### src/hw/rtl/irmpd_pkg.sv
// Shared types, timing windows and helper functions of the infrared remote decoder.
package irmpd_pkg;

	localparam int unsigned TicksW = 16;
	localparam int unsigned CountW = 6;

	localparam logic [1:0] PH_IDLE   = 2'd0;
	localparam logic [1:0] PH_HEADER = 2'd1;
	localparam logic [1:0] PH_DATA   = 2'd2;

	localparam logic [2:0] FMT_NEC  = 3'd0;
	localparam logic [2:0] FMT_SIRC = 3'd1;
	localparam logic [2:0] FMT_RC5  = 3'd2;
	localparam logic [2:0] FMT_JAP  = 3'd3;
	localparam logic [2:0] FMT_F45  = 3'd4;

	localparam logic [1:0] ST_UNKNOWN = 2'd0;
	localparam logic [1:0] ST_BIT_ERR = 2'd1;
	localparam logic [1:0] ST_VALID   = 2'd2;

	localparam logic [CountW-1:0] LEN_SHORT = 6'd12;
	localparam logic [CountW-1:0] LEN_JAP   = 6'd48;
	localparam logic [CountW-1:0] LEN_STD   = 6'd32;
	localparam logic [CountW-1:0] SIRC_LAST = 6'd11;

	typedef logic [TicksW-1:0] ticks_t;

	typedef struct packed {
		logic [1:0]        phase;
		ticks_t            header_mark;
		logic [2:0]        fmt;
		ticks_t            bit_mark;
		logic              mark_pending;
		logic [31:0]       shift_high;
		logic [15:0]       shift_low;
		logic [CountW-1:0] bit_counter;
		logic              manchester_prev;
	} dec_state_t;

	// The Manchester history starts at the value of the RC5 start bit.
	localparam dec_state_t DEC_RESET = '{
		phase:           PH_IDLE,
		header_mark:     16'd0,
		fmt:             FMT_NEC,
		bit_mark:        16'd0,
		mark_pending:    1'b0,
		shift_high:      32'd0,
		shift_low:       16'd0,
		bit_counter:     6'd0,
		manchester_prev: 1'b1
	};

	typedef struct packed {
		logic [1:0]        frame_status;
		logic [2:0]        format_code;
		logic [31:0]       word_high;
		logic [15:0]       word_low;
		logic [CountW-1:0] bits_received;
	} result_t;

	function automatic logic win(input ticks_t v, input ticks_t lo, input ticks_t hi);
		win = (v > lo) && (v < hi);
	endfunction

	function automatic logic [CountW-1:0] frame_len(input logic [2:0] fmt);
		unique case (fmt)
			FMT_SIRC, FMT_RC5: frame_len = LEN_SHORT;
			FMT_JAP:           frame_len = LEN_JAP;
			default:           frame_len = LEN_STD;
		endcase
	endfunction

	function automatic dec_state_t shift_in(input dec_state_t s, input logic b);
		dec_state_t r;
		r = s;
		if (s.fmt == FMT_JAP && s.bit_counter >= LEN_STD) begin
			r.shift_low = {s.shift_low[14:0], b};
		end else begin
			r.shift_high = {s.shift_high[30:0], b};
		end
		r.bit_counter = s.bit_counter + 6'd1;
		shift_in = r;
	endfunction

	// Bit value from a mark/space pair: 2'b0x is the bit, 2'b10 is an error.
	function automatic logic [1:0] pair_bit(input logic [2:0] fmt, input ticks_t m,
			input ticks_t s);
		logic one;
		logic zero;
		unique case (fmt)
			FMT_NEC: begin
				one  = win(m, 16'd450, 16'd650) && win(s, 16'd1400, 16'd1655);
				zero = win(m, 16'd450, 16'd650) && win(s, 16'd390, 16'd600);
			end
			FMT_SIRC: begin
				one  = win(m, 16'd1050, 16'd1250) && win(s, 16'd400, 16'd620);
				zero = win(m, 16'd400, 16'd620) && win(s, 16'd400, 16'd620);
			end
			FMT_JAP: begin
				one  = win(m, 16'd300, 16'd500) && win(s, 16'd1000, 16'd1450);
				zero = win(m, 16'd300, 16'd500) && win(s, 16'd250, 16'd450);
			end
			default: begin
				one  = win(m, 16'd380, 16'd670) && win(s, 16'd1250, 16'd1750);
				zero = win(m, 16'd380, 16'd670) && win(s, 16'd300, 16'd650);
			end
		endcase
		if (one) begin
			pair_bit = 2'b01;
		end else if (zero) begin
			pair_bit = 2'b00;
		end else begin
			pair_bit = 2'b10;
		end
	endfunction

endpackage

### src/hw/rtl/irmpd_if.sv
// Valid/ready channel interfaces for pulse items and decoded result items.
interface irmpd_pulse_if;
	logic                       valid;
	logic                       ready;
	logic                       pulse_level;
	logic [irmpd_pkg::TicksW-1:0] pulse_ticks;

	modport source(output valid, pulse_level, pulse_ticks, input ready);
	modport sink(input valid, pulse_level, pulse_ticks, output ready);
endinterface

interface irmpd_result_if;
	logic                         valid;
	logic                         ready;
	logic [1:0]                   frame_status;
	logic [2:0]                   format_code;
	logic [31:0]                  word_high;
	logic [15:0]                  word_low;
	logic [irmpd_pkg::CountW-1:0] bits_received;

	modport source(output valid, frame_status, format_code, word_high, word_low,
		bits_received, input ready);
	modport sink(input valid, frame_status, format_code, word_high, word_low,
		bits_received, output ready);
endinterface

### src/hw/rtl/irmpd_decode.sv
// Decoder state registers and the single-step pulse classification logic.
module irmpd_decode (
	input  logic                 clk,
	input  logic                 arst_n,
	input  logic                 step_en,
	input  logic                 level,
	input  irmpd_pkg::ticks_t    ticks,
	output logic                 res_valid,
	output irmpd_pkg::result_t   res
);

	irmpd_pkg::dec_state_t st_q;
	irmpd_pkg::dec_state_t nx;
	logic                  emit;
	logic [1:0]            status;
	logic                  lng;
	logic                  b;
	logic [1:0]            pb;

	always_comb begin
		nx     = st_q;
		emit   = 1'b0;
		status = irmpd_pkg::ST_UNKNOWN;
		lng    = irmpd_pkg::win(ticks, 16'd1500, 16'd1720);
		b      = 1'b0;
		pb     = irmpd_pkg::pair_bit(st_q.fmt, st_q.bit_mark, ticks);
		if (st_q.phase == irmpd_pkg::PH_HEADER) begin
			if (!level) begin
				nx.header_mark = ticks;
			end else begin
				nx.shift_high      = '0;
				nx.shift_low       = '0;
				nx.bit_counter     = '0;
				nx.mark_pending    = 1'b0;
				nx.manchester_prev = 1'b1;
				priority if (irmpd_pkg::win(st_q.header_mark, 16'd8800, 16'd9090)
						&& irmpd_pkg::win(ticks, 16'd4200, 16'd4570)) begin
					nx.fmt   = irmpd_pkg::FMT_NEC;
					nx.phase = irmpd_pkg::PH_DATA;
				end else if (irmpd_pkg::win(st_q.header_mark, 16'd2340, 16'd2480)
						&& irmpd_pkg::win(ticks, 16'd470, 16'd575)) begin
					nx.fmt   = irmpd_pkg::FMT_SIRC;
					nx.phase = irmpd_pkg::PH_DATA;
				end else if (irmpd_pkg::win(st_q.header_mark, 16'd680, 16'd970)
						&& irmpd_pkg::win(ticks, 16'd680, 16'd885)) begin
					nx.fmt   = irmpd_pkg::FMT_RC5;
					nx.phase = irmpd_pkg::PH_DATA;
				end else if (irmpd_pkg::win(st_q.header_mark, 16'd3300, 16'd3590)
						&& irmpd_pkg::win(ticks, 16'd1500, 16'd1695)) begin
					nx.fmt   = irmpd_pkg::FMT_JAP;
					nx.phase = irmpd_pkg::PH_DATA;
				end else if (irmpd_pkg::win(st_q.header_mark, 16'd4305, 16'd4695)
						&& irmpd_pkg::win(ticks, 16'd4200, 16'd4550)) begin
					nx.fmt   = irmpd_pkg::FMT_F45;
					nx.phase = irmpd_pkg::PH_DATA;
				end else begin
					nx.fmt = irmpd_pkg::FMT_NEC;
					emit   = 1'b1;
					status = irmpd_pkg::ST_UNKNOWN;
				end
			end
		end else if (st_q.phase != irmpd_pkg::PH_DATA) begin
			if (!level) begin
				nx.header_mark = ticks;
				nx.phase       = irmpd_pkg::PH_HEADER;
			end
		end else if (st_q.fmt == irmpd_pkg::FMT_RC5) begin
			if (!lng && !irmpd_pkg::win(ticks, 16'd600, 16'd970)) begin
				emit   = 1'b1;
				status = irmpd_pkg::ST_BIT_ERR;
			end else if (lng || !level) begin
				b                  = lng ? ~st_q.manchester_prev : st_q.manchester_prev;
				nx                 = irmpd_pkg::shift_in(st_q, b);
				nx.manchester_prev = b;
				if (nx.bit_counter >= irmpd_pkg::frame_len(st_q.fmt)) begin
					emit   = 1'b1;
					status = irmpd_pkg::ST_VALID;
				end
			end
		end else if (!level) begin
			if (st_q.fmt == irmpd_pkg::FMT_SIRC && st_q.bit_counter == irmpd_pkg::SIRC_LAST) begin
				// The last SIRC bit has no trailing space, so its mark decides it.
				emit = 1'b1;
				if (irmpd_pkg::win(ticks, 16'd1050, 16'd1250)
						|| irmpd_pkg::win(ticks, 16'd400, 16'd620)) begin
					b      = irmpd_pkg::win(ticks, 16'd1050, 16'd1250);
					nx     = irmpd_pkg::shift_in(st_q, b);
					status = irmpd_pkg::ST_VALID;
				end else begin
					status = irmpd_pkg::ST_BIT_ERR;
				end
			end else begin
				nx.bit_mark     = ticks;
				nx.mark_pending = 1'b1;
			end
		end else if (!st_q.mark_pending || pb[1]) begin
			emit   = 1'b1;
			status = irmpd_pkg::ST_BIT_ERR;
		end else begin
			nx              = irmpd_pkg::shift_in(st_q, pb[0]);
			nx.mark_pending = 1'b0;
			if (nx.bit_counter >= irmpd_pkg::frame_len(st_q.fmt)) begin
				emit   = 1'b1;
				status = irmpd_pkg::ST_VALID;
			end
		end

		res.frame_status  = status;
		res.format_code   = nx.fmt;
		res.word_high     = nx.shift_high;
		res.word_low      = nx.shift_low;
		res.bits_received = nx.bit_counter;
		if (emit) begin
			nx.phase        = irmpd_pkg::PH_IDLE;
			nx.mark_pending = 1'b0;
		end
	end

	assign res_valid = step_en && emit;

	always_ff @(posedge clk or negedge arst_n) begin
		if (!arst_n) begin
			st_q <= irmpd_pkg::DEC_RESET;
		end else if (step_en) begin
			st_q <= nx;
		end
	end

endmodule

### src/hw/rtl/irmpd_out_reg.sv
// Result register that holds one decoded item until the consumer takes it.
module irmpd_out_reg (
	input  logic                 clk,
	input  logic                 arst_n,
	input  logic                 load,
	input  irmpd_pkg::result_t   din,
	output logic                 free,
	irmpd_result_if.source       result
);

	logic               valid_q;
	irmpd_pkg::result_t data_q;

	assign free = !valid_q || result.ready;

	always_ff @(posedge clk or negedge arst_n) begin
		if (!arst_n) begin
			valid_q <= 1'b0;
		end else if (free) begin
			valid_q <= load;
		end
	end

	always_ff @(posedge clk) begin
		if (free && load) begin
			data_q <= din;
		end
	end

	assign result.valid         = valid_q;
	assign result.frame_status  = data_q.frame_status;
	assign result.format_code   = data_q.format_code;
	assign result.word_high     = data_q.word_high;
	assign result.word_low      = data_q.word_low;
	assign result.bits_received = data_q.bits_received;

endmodule

### src/hw/rtl/ir_remote_multi_protocol_decoder.sv
// Top level of the infrared remote decoder for NEC, SIRC, RC5 and two further formats.
//
//   Channel  Role    Item
//   pulse    sink    pulse_level, pulse_ticks
//   result   source  frame_status, format_code, word_high, word_low, bits_received
//
// A pulse item is decoded while it sits in the input register, and its result is loaded
// into the result register at the edge where the decoder state advances. One pulse item
// is taken every cycle while no held result stalls; the step logic of the decoder state
// sets that rate. While a result is held and not taken, no pulse item is decoded, and
// the input stalls once the input register holds an item.
// Reset returns the decoder to idle and empties both registers.
module ir_remote_multi_protocol_decoder (
	input  logic            clk,
	input  logic            arst_n,
	irmpd_pulse_if.sink     pulse,
	irmpd_result_if.source  result
);

	logic               valid_s1;
	logic               level_s1;
	irmpd_pkg::ticks_t  ticks_s1;
	logic               out_free;
	logic               advance;
	logic               res_valid;
	irmpd_pkg::result_t res;

	assign advance     = valid_s1 && out_free;
	assign pulse.ready = !valid_s1 || advance;

	always_ff @(posedge clk or negedge arst_n) begin
		if (!arst_n) begin
			valid_s1 <= 1'b0;
		end else if (pulse.ready) begin
			valid_s1 <= pulse.valid;
		end
	end

	always_ff @(posedge clk) begin
		if (pulse.ready && pulse.valid) begin
			level_s1 <= pulse.pulse_level;
			ticks_s1 <= pulse.pulse_ticks;
		end
	end

	irmpd_decode u_decode (
		.clk       (clk),
		.arst_n    (arst_n),
		.step_en   (advance),
		.level     (level_s1),
		.ticks     (ticks_s1),
		.res_valid (res_valid),
		.res       (res)
	);

	irmpd_out_reg u_out_reg (
		.clk    (clk),
		.arst_n (arst_n),
		.load   (res_valid),
		.din    (res),
		.free   (out_free),
		.result (result)
	);

endmodule

### src/flat_wrapper.sv
// flat-port wrapper written by rule: the top's interface ports become plain ports
module ir_remote_multi_protocol_decoder_flat 
  (clk, arst_n, pulse_valid, pulse_pulse_level, pulse_pulse_ticks, pulse_ready, result_valid, result_frame_status, result_format_code, result_word_high, result_word_low, result_bits_received, result_ready);
  irmpd_pulse_if pulse_i ();
  irmpd_result_if result_i ();
  input  logic clk;
  input  logic arst_n;
  input wire logic [$bits(pulse_i.valid)-1:0] pulse_valid;
  input wire logic [$bits(pulse_i.pulse_level)-1:0] pulse_pulse_level;
  input wire logic [$bits(pulse_i.pulse_ticks)-1:0] pulse_pulse_ticks;
  output wire logic [$bits(pulse_i.ready)-1:0] pulse_ready;
  output wire logic [$bits(result_i.valid)-1:0] result_valid;
  output wire logic [$bits(result_i.frame_status)-1:0] result_frame_status;
  output wire logic [$bits(result_i.format_code)-1:0] result_format_code;
  output wire logic [$bits(result_i.word_high)-1:0] result_word_high;
  output wire logic [$bits(result_i.word_low)-1:0] result_word_low;
  output wire logic [$bits(result_i.bits_received)-1:0] result_bits_received;
  input wire logic [$bits(result_i.ready)-1:0] result_ready;
  assign pulse_i.valid = pulse_valid;
  assign pulse_i.pulse_level = pulse_pulse_level;
  assign pulse_i.pulse_ticks = pulse_pulse_ticks;
  assign pulse_ready = pulse_i.ready;
  assign result_valid = result_i.valid;
  assign result_frame_status = result_i.frame_status;
  assign result_format_code = result_i.format_code;
  assign result_word_high = result_i.word_high;
  assign result_word_low = result_i.word_low;
  assign result_bits_received = result_i.bits_received;
  assign result_i.ready = result_ready;
  ir_remote_multi_protocol_decoder u_core (.clk(clk), .arst_n(arst_n), .pulse(pulse_i), .result(result_i));
endmodule
### config.mk
export PLATFORM = sky130hd
export DESIGN_NAME = ir_remote_multi_protocol_decoder_flat
export DESIGN_NICKNAME = d
export VERILOG_FILES = /design/src/hw/rtl/irmpd_pkg.sv /design/src/hw/rtl/irmpd_if.sv /design/src/hw/rtl/irmpd_decode.sv /design/src/hw/rtl/irmpd_out_reg.sv /design/src/hw/rtl/ir_remote_multi_protocol_decoder.sv /design/src/flat_wrapper.sv
export SDC_FILE = /design/constraint.sdc
export NUM_CORES = 1
export LEC_CHECK = 0
export BUFFER_PORTS_ARGS = -buffer_cell sky130_fd_sc_hd__buf_4
export CORE_AREA = 2 2 235 167
export CTS_CLUSTER_SIZE = 25
export DETAILED_ROUTE_END_ITERATION = 12
export DIE_AREA = 0 0 237 169
export PLACE_DENSITY = 0.42
export SLEW_MARGIN = 5
export SYNTH_ARGS = -nofsm -noshare
export SYNTH_HDL_FRONTEND = slang
export SYNTH_SLANG_ARGS = --single-unit
### constraint.sdc
create_clock -name clk -period 7.6 [get_ports clk]
set_input_delay 1.52 -clock clk [delete_from_list [all_inputs] [get_ports clk]]
set_output_delay 1.52 -clock clk [all_outputs]
set_load 0.005 [all_outputs]
## Yosys cells after proc, flatten, opt, wreduce, memory -nomap -nowiden

Index checks and enable logic that the tools add are counted.

- Register bits: 171
- Latch bits: 0
- RAM bits: 0
- Bits in read-only memories: 0
- Bits of input ports: 21
- Output and inout port bits: 61
- Word-level logic and storage cells: 249
- Memories kept: 0

- $add $sub $neg: 1
- Multipliers: 0
- Divide/modulo/power cells: 0
- $lt $le $gt $ge: 51
- Equality and inequality tests: 25
- Shifts and indexed selects: 0
- Muxes and demuxes: 79
- Bitwise operators: 5
- Reductions and logical operators: 70

Operator list:

| kind | count |
|---|---|
| 75-bit two-way mux | 3 |
| 55-bit two-way mux | 4 |
| 93-bit two-way mux | 2 |
| 56-bit two-way mux | 3 |
| 16-bit by 10-bit less-than comparator with 1-bit output, second input constant | 10 |
| 16-bit by 9-bit > comparator with 1-bit output, second input constant | 8 |
| 16-bit by 11-bit less-than comparator with 1-bit output, second input constant | 7 |
| 32-bit two-way mux | 3 |
| 16-bit by 11-bit > comparator with 1-bit output, second input constant | 5 |
| 16-bit by 10-bit > comparator with 1-bit output, second input constant | 4 |
| 16-bit two-way mux | 4 |
| 6-bit two-way mux | 10 |
| 16-bit by 13-bit less-than comparator with 1-bit output, second input constant | 3 |
| 1-bit logical AND | 45 |
| 18-bit two-way mux | 2 |
| 2-bit two-way mux | 18 |
| 16-bit by 12-bit > comparator with 1-bit output, second input constant | 2 |
| 16-bit by 13-bit > comparator with 1-bit output, second input constant | 2 |
| 16-bit by 12-bit less-than comparator with 1-bit output, second input constant | 2 |
| 16-bit by 9-bit less-than comparator with 1-bit output, second input constant | 2 |
| 21-bit two-way mux | 1 |
| 3-bit two-way mux | 7 |
| 4-bit != test, second input constant | 5 |
| 1-bit two-way mux | 18 |
| other kinds (29) | 61 |

## Depth between registers and ports, before layout

- Depth after elaboration: 21
- Depth in mapped cells: 13
- Mapped depth without buffers: 12

## Modules after synthesis

From an unflattened synthesis, not the netlist that was laid out.

- Cells, all modules: 1019
- Area total of the unflattened synthesis: 10129.7 um^2

Modules (own cells, without submodules):

| module | times used | cells an instance | area an instance (um^2) |
|---|---|---|---|
| irmpd_decode | 1 | 934 | 7733.7 |
| irmpd_out_reg | 1 | 63 | 1825.5 |
| ir_remote_multi_protocol_decoder | 1 | 22 | 570.5 |

## Least setup slack after synthesis

Ideal clock, no wire load.

- Kind: register -> register
- From: register u_core.ticks_s1[8]
- To: register u_core.u_out_reg.data_q (netlist bit u_core.u_out_reg.result.bits_received[0]) (enable)
- Arrival: 4.937 ns
- Setup slack: 2.187 ns
- Stages on the path, launching flop included: 9
- Path buffers: 0
- Clock period less this slack: 5.413 ns
- Cells stage by stage: edfxtp_1 nand2b_1 or4_1 or4b_1 nand4_1 o2111ai_1 o21ai_1 o311ai_1 nor2_1

- Cells in the longest elaborated chain, start to end: 14
- Elaborated cells between the ends (all ways): 77

Ends and longest elaborated chain:

| item | RTL line | RTL |
|---|---|---|
| start: declaration | ir_remote_multi_protocol_decoder.sv:22 | `irmpd_pkg::ticks_t ticks_s1;` |
| start signal: assignment | ir_remote_multi_protocol_decoder.sv:42 | `ticks_s1 <= pulse.pulse_ticks;` |
| 16-bit by 9-bit > comparator with 1-bit output (tied with other cells) | irmpd_pkg.sv:62 | `win = (v > lo) && (v < hi);` |
| 1-bit logical AND | irmpd_pkg.sv:62 |  |
| 1-bit logical AND, on equally long branches | n/a |  |
| 1-bit one-hot mux with 3 select lines | irmpd_pkg.sv:90 | `unique case (fmt)` |
| 2-bit two-way mux | irmpd_pkg.sv:110 | `end else if (zero) begin` |
| 2-bit two-way mux | irmpd_pkg.sv:108 | `if (one) begin` |
| 1-bit logical OR | irmpd_decode.sv:96 | `end else if (!st_q.mark_pending \|\| pb[1]) begin` |
| 1-bit two-way mux | irmpd_decode.sv:96 |  |
| 1-bit two-way mux | irmpd_decode.sv:80 | `end else if (!level) begin` |
| 1-bit two-way mux | irmpd_decode.sv:67 | `end else if (st_q.fmt == irmpd_pkg::FMT_RC5) begin` |
| 1-bit two-way mux | irmpd_decode.sv:62 | `end else if (st_q.phase != irmpd_pkg::PH_DATA) begin` |
| 1-bit two-way mux * | irmpd_decode.sv:27 | `if (st_q.phase == irmpd_pkg::PH_HEADER) begin` |
| 1-bit logical AND * | irmpd_decode.sv:119 | `assign res_valid = step_en && emit;` |
| 1-bit logical AND * | irmpd_out_reg.sv:25 | `if (free && load) begin` |
| end signal: assignment | irmpd_out_reg.sv:26 | `data_q <= din;` |
| end: declaration | irmpd_out_reg.sv:12 | `irmpd_pkg::result_t data_q;` |

Every way passes the cells marked *; elsewhere a longest branch is shown, timed or not.
A chain may end at the register's enable or synchronous reset.

## Worst setup path in the final report

- From: register u_core.ticks_s1[5]
- To: register u_core.u_out_reg.data_q (netlist bit u_core.u_out_reg.result.bits_received[5]) (enable)

Same word-level chain as after synthesis.

==> run summary <==
The critical path buffer and inverter count is 2. The family of cells with the greatest summed delay on the critical path was simple AND/OR/NAND/NOR gates. The number of design rule violations left after detail routing is 0, and the number of vias in the routed layout is 7523. The tools report the starting DRC count in detailed routing as 613. The worst clock skew on the final layout is 0.0125 ns, and the power density over the cells is 270 nW/um^2. The beginning of the worst register-to-register path was u_core.ticks_s1[5]. The critical path is of the flip-flop to flip-flop type. The library cells used most frequently in the layout, excluding fill and tap cells, are nand2_1, buf_4, dfrtp_1, edfxtp_1, a22o_1. Input and output buffers added on the ports amount to 81. Wires add up to 28.3 mm.

The logs give 40100 sq um for the area of the die and 14.3% for the global-route usage over all layers. Measured against its own limit, the worst slew margin works out to 19.3%. Yosys mapped a number of flops with a built-in enable equal to 76. Cells fill 29.0% of the core in the end. The worst-case vdd ir drop is 124 uV. The layout has 3961 filler cells. The number of nets in the synthesized netlist is 936. Timing would allow up to 202 MHz.

The die outline width came out at 237 um. Max-cap violation count: 0. After layout, the worst path uses 65.1% of the clock period. The most frequent standard cell in the layout excluding fill and tap cells is nand2_1. The required time of the critical path is 7.72 ns, and the count of nets after finishing is 983. Clock period minus worst slack: 4.95 ns. For the final routed database, the setup TNS stands at 0 ns.

The synthesis-to-layout area growth came out at 17.6%. Data arrives at the worst endpoint at 5.06 ns. The post-route netlist has 18.8% of its cells at a drive strength greater than 1. The post-cts hold buffer count was 0. Of the post-synthesis cell area, the dominant cell type holds 25.1%. After clock tree synthesis, the setup repair step added 0 buffers. For this run, the leading register cell type out of synthesis is dfrtp_1. The number of register bits inferred by synthesis works out to 171. Yosys printed 0 warnings.

Of all flip-flops after synthesis, the portion carrying an async set or reset was 55.6%. 0 antenna diodes ended up in the layout. After synthesis, flip-flops and latches occupy 49.8% of the total area. The flow ran to the end, and the final reports show no timing, DRC or antenna violations. The run gives 0.45 ns as the clock latency at the later pin of the worst-skew pair.

The remaining global-route overflow was 0. In this run the count of I/O pins placed on the die edge is 82. Largest area contributor in the netlist: dfrtp_1. The routed length per placed instance was 19.4 um. Before antenna repair, the detailed router went through 5 iterations.

The number of different library cells used by synthesis comes to 81. Clock-pin slew was measured on the worst setup and hold paths at 0.07 ns. The root buffer cell chosen for the clock tree is clkbuf_16. The average instance in the mapped netlist occupies 10.3 sq um. After detailed routing, the number of vias per cell comes to 5.15.

TritonCTS built the clock tree. The number of core rows is 60. The tools report the end of the worst register-to-register path as u_core.u_out_reg.result.bits_received[5]. Class of the most critical hold timing path: flip-flop to flip-flop. Slowest stage cell on the critical path: edfxtp_1. At the pin with the least slew margin, the transition time is 1.21 ns. Walking the worst path, the cells encountered are nand2_1 > or4_1 > or4b_1 > nand4_1 > o2111ai_1 > o21ai_1 > o311ai_1 > buf_4 > nor2_4 > buf_4. The largest net degree at the start of global routing is 68. Following the worst setup path forward leads to its endpoint at u_core.u_out_reg.result.bits_received[5]. The final count of hold timing violations was 0; the number of gates given a new drive strength after cts was 0. STA classifies the critical path startpoint as a flip-flop. The run gives 0.827 as the global placement routability congestion. Cell with the most instances on the worst path: buf_4.

The count of nets left with antenna violations once routing finished came out at 0. Setup repair after global routing left no endpoint under its margin. The H-tree was split into 4 levels.

The run gives 906 as the post-synthesis instance total. In this run the cell area of the synthesized design comes to 9360 sq um. HPWL after detailed placement: 19.6 mm.

The count of final setup violators came out at 0. The depth of the most critical reg-to-reg path was 10. The worst setup slack for register-to-register paths came out at 2.65 ns. The number of clock buffers added by TritonCTS is 17. Ranked by total cell area, the synthesized netlist is headed by dfrtp_1, edfxtp_1, mux2i_1. The first global-routing pass estimated 44.0 mm of wire.

The die boundary height was 169 um; the critical path's largest stage delay was 0.87 ns. For this design the static power due to leakage is 4.04 nW. Number of pins with negative max-slew slack in the final report: 0.

The clock passes through at most 2 buffers. The initial antenna violation count is 0. Category of the worst setup path capture point: a flip-flop. In this run the worst path has a maximum fanout of 35. Via count of the first global-routing pass: 7058. In this run the worst setup path begins at u_core.ticks_s1[5].

The run gives 37900 sq um as the total core area. The initial utilization of the core area, before any placement, comes to 24.7%. Total clock sinks: 171. The cell depth of the worst setup path is 10.
[synthesized netlist by cell type, types with 8 or more instances]
library cell	count
nand2_1	105
dfrtp_1	94
edfxtp_1	76
a22o_1	50
o21ai_1	48
mux2i_1	47
clkbuf_1	42
nor2_1	41
o21ai_0	39
mux2_2	36
nand3_1	35
a21oi_1	31
buf_2	20
nor3_1	20
inv_1	15
nand4_1	11
and2_1	10
nor4_1	10
a211oi_1	9
ha_1	9
nand2b_1	9
nor3b_1	9
a21o_1	8
[stage by stage]
stage               cell area [sq um]  cells  hold slack (ns)  setup WS [ns]  total power, mW
finish                          11000   1462            0.512           2.65             2.97
floorplan                        9360    906            0.473           2.19             1.75
global placement                10400   1430            0.491           2.76             2.11
detailed placement              10400   1430            0.497           2.70             2.11
global route                    11000   1462            0.552           2.37             3.15
CTS                             11000   1462            0.516           2.67             3.01
[registers in the layout, summed over array words and instances, names as in the netlist]
signal                                 cells
u_core.u_decode.st_q                      93
u_core.u_out_reg.result.word_high         32
u_core.ticks_s1                           16
u_core.u_out_reg.result.word_low          16
u_core.u_out_reg.result.bits_received      6
u_core.u_out_reg.result.format_code        3
u_core.u_out_reg.result.frame_status       2
u_core.level_s1                            1
u_core.u_out_reg.result.valid              1
u_core.valid_s1                            1
[layer usage]
layer	track usage (%)	vias to the layer above	wire length (um)
li1	-	3529	-
met2	17.9	222	10700
met1	23.6	3760	15700
met3	3.23	12	1650
met4	3.63	0	278
met5	0	-	0
[worst min path at each step]
stage,startpoint,endpoint,slack [ns],cells after the start
final,u_core.u_decode.st_q[54],u_core.u_decode.st_q[54],0.51,1
after global routing,u_core.u_decode.st_q[22],u_core.u_decode.st_q[22],0.55,1
after global placement,u_core.u_decode.st_q[54],u_core.u_decode.st_q[54],0.49,1
after floorplan,u_core.u_decode.st_q[54],u_core.u_decode.st_q[54],0.47,1
after detailed placement,u_core.u_decode.st_q[54],u_core.u_decode.st_q[54],0.50,1
after CTS,u_core.u_decode.st_q[54],u_core.u_decode.st_q[54],0.52,1
[layout make-up]
| cell class | count | area (sq um) | share of cell area, % |
|---|---|---|---|
| tap | 496 | 621 | 5.64 |
| clock inverter | 13 | 143 | 1.30 |
| sequential | 171 | 4660 | 42.3 |
| clock buffer | 19 | 433 | 3.93 |
| inverter | 17 | 63.8 | 0.580 |
| timing repair buffer | 95 | 713 | 6.48 |
| multi-input combinational | 651 | 4380 | 39.7 |
[where the power goes]
part           internal, mW  switching [mW]  total (mW)
clock network         0.487           0.400       0.887
logic                 0.280           0.467       0.747
registers              1.15           0.194        1.34
[kinds of logic (layout without fill, tap and decap cells)]
group	after synthesis	count (layout)	share of synthesized area [%]
XOR/XNOR	5	5	0.468
flip-flops	171	171	49.8
adder cells (fa/ha/maj)	9	9	1.20
AO/OA/AOI/OAI	252	252	18.7
AND/OR/NAND/NOR	302	302	16.6
multiplexers	83	83	9.36
buffers and inverters	84	144	3.88
(Power assumes the default switching activity.)
